### config.mk
export PLATFORM = sky130hd
export DESIGN_NAME = bmhq_ctrl
export DESIGN_NICKNAME = d
export VERILOG_FILES = /design/src/hdl/bmhq_pkg.sv /design/src/hdl/bmhq_ctrl.sv
export SDC_FILE = /design/constraint.sdc
export NUM_CORES = 1
export LEC_CHECK = 0
export BUFFER_PORTS_ARGS = -buffer_cell sky130_fd_sc_hd__buf_2
export CAP_MARGIN = 5
export CORE_AREA = 2 2 39 41
export CTS_BUF_LIST = sky130_fd_sc_hd__clkbuf_8
export DETAILED_ROUTE_END_ITERATION = 10
export DIE_AREA = 0 0 41 43
export MAX_ROUTING_LAYER = met4
export SLEW_MARGIN = 20
export SYNTH_ARGS = -nofsm -noshare
export SYNTH_HDL_FRONTEND = slang
export SYNTH_SLANG_ARGS = --single-unit
### constraint.sdc
create_clock -name clock -period 1.3 [get_ports clock]
set_input_delay 0.26 -clock clock [delete_from_list [all_inputs] [get_ports clock]]
set_output_delay 0.26 -clock clock [all_outputs]
set_load 0.02 [all_outputs]
### src/hdl/bmhq_pkg.sv
// ----------------------------------------------------------------------------
// bmhq_pkg
// Shared constants and controller/datapath interface types for the
// binary max-heap queue.
// ----------------------------------------------------------------------------
package bmhq_pkg;

   localparam int BMHQ_CAPACITY = 1024;
   localparam int BMHQ_KEY_BITS = 32;

   localparam int VALUE_BITS    = 32;
   localparam int OCC_BITS      = 11;
   localparam int RSP_DATA_BITS = ((VALUE_BITS + OCC_BITS + 7) / 8) * 8;
   localparam int RSP_PAD_BITS  = RSP_DATA_BITS - VALUE_BITS - OCC_BITS;

   // action codes carried in req_tuser
   localparam logic ACT_INSERT  = 1'b0;
   localparam logic ACT_EXTRACT = 1'b1;

   // controller -> datapath
   typedef struct packed {
      logic load;       // capture the accepted item
      logic ins_begin;  // open a hole at the tail, bump count
      logic ext_begin;  // read root and last entry, drop count
      logic ext_load;   // latch root as result, last entry as sift key
      logic rd_up;      // read parent of the hole
      logic rd_down;    // read both children of the hole
      logic move;       // move the compared entry into the hole
      logic place;      // write the sift key into the hole
      logic drop;       // flag a refused insert
      logic post;       // load the output register
   } cmd_type;

   // datapath -> controller
   typedef struct packed {
      logic extract;
      logic full;
      logic empty;
      logic at_root;
      logic leaf;
      logic promote;
      logic out_busy;
   } status_type;

endpackage

### src/hdl/bmhq_ctrl.sv
// ----------------------------------------------------------------------------
// bmhq_ctrl
// Sequencer for insert / extract-max: walks the sift loop one tree level
// per check and compare state and hands the finished result to the output register.
// ----------------------------------------------------------------------------
module bmhq_ctrl
   import bmhq_pkg::*;
(
   input  logic       clock,
   input  logic       reset,
   input  logic       req_tvalid,
   output logic       req_tready,
   input  status_type status,
   output cmd_type    cmd
);

   localparam logic [2:0] ST_IDLE       = 3'd0;
   localparam logic [2:0] ST_START      = 3'd1;
   localparam logic [2:0] ST_EXT_LOAD   = 3'd2;
   localparam logic [2:0] ST_UP_CHECK   = 3'd3;
   localparam logic [2:0] ST_UP_CMP     = 3'd4;
   localparam logic [2:0] ST_DOWN_CHECK = 3'd5;
   localparam logic [2:0] ST_DOWN_CMP   = 3'd6;
   localparam logic [2:0] ST_FINISH     = 3'd7;

   logic [2:0] state_ff;
   logic [2:0] state_in;

   assign req_tready = (state_ff == ST_IDLE);

   always_comb begin
      cmd      = '0;
      state_in = state_ff;
      unique case (state_ff)
         ST_IDLE: begin
            if (req_tvalid) begin
               cmd.load = 1'b1;
               state_in = ST_START;
            end
         end
         ST_START: begin
            if (!status.extract) begin
               if (status.full) begin
                  cmd.drop = 1'b1;
                  state_in = ST_FINISH;
               end else begin
                  cmd.ins_begin = 1'b1;
                  state_in      = ST_UP_CHECK;
               end
            end else if (status.empty) begin
               state_in = ST_FINISH;
            end else begin
               cmd.ext_begin = 1'b1;
               state_in      = ST_EXT_LOAD;
            end
         end
         ST_EXT_LOAD: begin
            cmd.ext_load = 1'b1;
            state_in     = status.empty ? ST_FINISH : ST_DOWN_CHECK;
         end
         ST_UP_CHECK: begin
            if (status.at_root) begin
               cmd.place = 1'b1;
               state_in  = ST_FINISH;
            end else begin
               cmd.rd_up = 1'b1;
               state_in  = ST_UP_CMP;
            end
         end
         ST_UP_CMP: begin
            if (status.promote) begin
               cmd.move = 1'b1;
               state_in = ST_UP_CHECK;
            end else begin
               cmd.place = 1'b1;
               state_in  = ST_FINISH;
            end
         end
         ST_DOWN_CHECK: begin
            if (status.leaf) begin
               cmd.place = 1'b1;
               state_in  = ST_FINISH;
            end else begin
               cmd.rd_down = 1'b1;
               state_in    = ST_DOWN_CMP;
            end
         end
         ST_DOWN_CMP: begin
            if (status.promote) begin
               cmd.move = 1'b1;
               state_in = ST_DOWN_CHECK;
            end else begin
               cmd.place = 1'b1;
               state_in  = ST_FINISH;
            end
         end
         ST_FINISH: begin
            if (!status.out_busy) begin
               cmd.post = 1'b1;
               state_in = ST_IDLE;
            end
         end
         default: state_in = ST_IDLE;
      endcase
   end

   always_ff @(posedge clock) begin
      if (reset) begin
         state_ff <= ST_IDLE;
      end else begin
         state_ff <= state_in;
      end
   end

   // at most one memory write per cycle
   a_one_write: assert property (@(posedge clock) disable iff (reset)
      !(cmd.move && cmd.place))
      else $error("move and place in the same cycle");

   // the output register is never overwritten while still held
   a_post_free: assert property (@(posedge clock) disable iff (reset)
      cmd.post |-> !status.out_busy)
      else $error("result posted into a busy output register");

   // a finished item returns to idle next cycle
   a_post_idle: assert property (@(posedge clock) disable iff (reset)
      cmd.post |=> req_tready)
      else $error("not idle after posting a result");

endmodule

======== After elaboration in Yosys (flattened, before gate mapping) ========
Cells that the tools add are included.
word-level totals
  bits in registers ....................... 3
  output and inout port bits .............. 11
  logic and storage cells ................. 47
  input bits .............................. 10
cells by class
  mux-type cells .......................... 34
  reductions and logical operators ........ 3
  equal/unequal tests ..................... 9
operators by type and width
  operator                                        number
  one-hot mux 3 bit (8 select lines)              1
  2-to-1 mux 1 bit                                22
  2-to-1 mux 3 bit                                6
  == test 3 bit (second input constant)           4
  2-to-1 mux 2 bit                                4
  == test 3 x 2 -> 1 bit (second input constant)  2
  != test 2 bit (second input constant)           2
  == test 3 x 1 -> 1 bit (second input constant)  1
  logical NOT 3 bit                               1
  one-hot mux 1 bit (3 select lines)              1
  AND reduction 2 bit                             1
  OR reduction 2 bit                              1

======== Longest topological paths before layout ========
  word-level depth ........................ 3
  mapped depth ............................ 5

======== Least setup slack after synthesis ========
Ideal clock, no wire load.
  path kind ............................... register -> output
  from .................................... register state_ff[0]
  to ...................................... output port cmd[9] (netlist bit)
  setup slack ............................. -280 ps
  arrival time ............................ 1320 ps
  cell stages (with the launch flop) ...... 4
  buffers on the path ..................... 1
  cell sequence ........................... dfxtp_1 -> buf_6 -> nor3_1 -> and2_1
RTL lines
  item                      line              source
  start: declaration        bmhq_ctrl.sv:26   logic [2:0] state_ff;
  start signal: assignment  bmhq_ctrl.sv:111  state_ff <= state_in;
  end: declaration          bmhq_ctrl.sv:14   output cmd_type cmd

==> results.py <==
metrics = {
    "drt": {
        "vias_per_cell": 4.79,
        "drtIter0Drc": 5,
        "drt-total-wl_mm": 1.05,
        "drcViolationCount": 0,
        "wl_per_cell_um": 11.8,
        "drtPass1Iterations": 4,
        "vias": 426,
        "antenna_left": 0,
    },
    "grt": {
        "top_usage_layer": "met2",
        "grt_start_max_net_pins": 10,
        "grt_pass1_wl_mm": 1.79,
        "grt_use_met1_pct": 19.8,
        "grtUsageMet2_pct": 21.6,
        "antenna_found_initial": 0,
        "grtUsageMet3_pct": 3.14,
        "grt_pass1_vias": 426,
        "overflow": 0,
        "grt.total_usage_pct": 15.3,
    },
    "final_layout": {
        "register_area_sq_um": 68.8,
        "regMostFlops": "state_ff",
        "multiInputGateArea_sq_um": 305,
        "drive_gt1_share_pct": 71.2,
        "top_regs": "state_ff (3)",
        "largest_register_ffs": 3,
        "layout_commonest_cell": "buf_2",
        "n_antenna_cell": 0,
        "syn_to_final_growth_pct": 98.9,
        "finalInstanceArea_sq_um": 664,
        "nFillCells": 139,
        "layout.nets": 84,
        "most-common-layout-cells": "buf_2 (12), buf_4 (11), buf_6 (7), nor2_1 (5)",
        "stdcell_count": 89,
    },
    "synth": {
        "synth_area_sq_um": 334,
        "synth.distinct_cells": 27,
        "synth_fp_nets": 52,
        "synth-seq-cells": 3,
        "ys_seq_area_share_pct": 18.0,
        "syn_inst": 42,
        "yosysWarnings": 0,
        "postSynthAreaPerCell_sq_um": 7.95,
    },
    "clocking": {
        "numCtsBuffers": 3,
        "cts_tree": "done",
        "clock-sinks": 3,
        "cts_buffer_depth": 2,
        "htree_num_levels": 1,
        "cts.clk_slew.worst_paths_ns": 0.04,
        "cts_root_buf": "clkbuf_8",
        "insertion_delay_ns": 0.22,
    },
    "status": {
        "violations": "negative setup slack",
        "outcome": "complete, but fails checks",
    },
    "timing": {
        "hold_violations": 0,
        "clock.fmax_ghz": 0.656,
        "rsz0062_at_grt": "yes",
        "layout_setup_ws_ns": -0.224,
        "worst_clock_skew_ns": 0.00462,
        "drv_slew": 0,
        "worstMarginPinSlew_ns": 0.292,
        "fin_crit_sh_pct": 117,
        "min_period_ns": 1.52,
        "relSlewSlack_pct": 80.4,
        "setup_viol": 11,
    },
    "critical_path": {
        "required_ns": 1.04,
        "cp_max_fo": 5,
        "critPathArrivalTime_ns": 1.26,
        "path_class": "reg -> out",
        "worstSetupStartpointType": "flop",
        "cp-end-kind": "primary output",
    },
    "place": {
        "dpl-instance-area_sq_um": 498,
        "port_buffers": 20,
        "dpl.cell_count": 82,
        "hpwl_um": 695,
        "place.gp.congestion": 0.828,
    },
    "worst_hold_path": {
        "holdCritPathClass": "in -> reg",
    },
    "power": {
        "pwr_density_cell_mw_per_mm2": 1530,
        "p_leak_uw": 0.000317,
        "vdd_drop_max_v": 0.000701,
    },
    "floorplan": {
        "rows": 14,
        "die_h_um": 43,
        "initial_core_util_pct": 24.1,
        "ios": 21,
        "die_w_um": 41,
        "core_sq_mm": 0.00138,
        "die_area_sq_mm": 0.00176,
    },
    "run": {
        "cap_viol_max_count": 0,
    },
}
==> path summary, 6_finish.rpt <==
path,cells past startpoint,endpoint,from,slack (ns)
worst max register to register,6,state_ff[0],state_ff[2],0.01
worst max-delay path,5,cmd[2],state_ff[2],-0.22
worst min register to register,2,state_ff[0],state_ff[0],0.67
worst min-delay path,2,state_ff[2],reset,0.23
==> synth_stat cells, drive strengths merged <==
cell	count	area (sq um)
nor3b	2	20.0
o21ai	1	5.00
nor4	1	6.26
o211ai	1	7.51
buf	3	30.0
and3b	1	8.76
nor3	3	15.0
and2b	2	17.5
o22a	1	8.76
a311oi	1	15.0
nor2b	1	6.26
a22o	1	17.5
a22oi	1	7.51
mux2i	1	10.0
a21oi	2	10.0
nand2	3	13.8
nand2b	4	25.0
dfxtp	3	60.1
o221a	1	11.3
inv	1	3.75
and2	1	6.26
and3	1	6.26
nor2	6	22.5
==> per-layer routing <==
| metal | part of all wire, % | wire length [um] |
|---|---|---|
| met2 | 52 | 544 |
| met1 | 44 | 460 |
| met5 | 0 | 0 |
| met3 | 4.5 | 47 |
| met4 | 0 | 0 |
==> power by group <==
part           internal [uW]  leakage [uW]  switching, uW
registers                124     0.0000264           34.7
logic                    320      0.000263            270
clock network            202     0.0000269           68.8
total                    646      0.000317            374
==> cell type report <==
| cell class | instances | area share (%) |
|---|---|---|
| clock buffers | 3 | 6.21 |
| repair buffers | 30 | 33.3 |
| clock inverters | 1 | 0.565 |
| inverters | 1 | 0.565 |
| flip-flops and latches | 3 | 10.4 |
| well taps | 16 | 3.01 |
| multi-input cells | 35 | 46.0 |
==> per-stage QoR <==
stage               setup TNS (ns)  setup slack [ns]  total power (uW)  hold WS (ns)  util, %
floorplan                  -0.0707           -0.0707               460         0.328        -
global placement           -0.0272           -0.0267               588         0.469     36.0
detailed placement         -0.0492           -0.0492               587         0.468     36.0
CTS                          -1.42            -0.220               977         0.229     45.3
global route                 -2.00            -0.263              1090         0.247     48.0
finish                       -1.34            -0.224              1020         0.235     48.0
==> critical path: stages (launching register included) <==
cell and delay, ns:
dfxtp_2 0.35, and2b_4 0.20, a22o_4 0.23, nand2_2 0.05, o21ai_1 0.06, buf_4 0.15
==> timing repair <==
action | in CTS | in global routing
resized for setup | 20 | 10
pin swaps | 5 | 2
endpoints found under the setup margin | 11 | 13
buffers inserted | 3 | 0
hold buffers | 0 | 0
==> kinds of logic (layout without fill, tap and decap cells) <==
kind of cell / Yosys count / count (layout) / share of synthesized area, %
AND/OR/NAND/NOR: 25 / 25 / 44.2
AO/OA/AOI/OAI: 9 / 9 / 24.7
buffers and inverters: 4 / 35 / 10.1
flip-flops: 3 / 3 / 18.0
multiplexers: 1 / 1 / 3.00
Note: power is estimated with default switching activity, not from simulation.
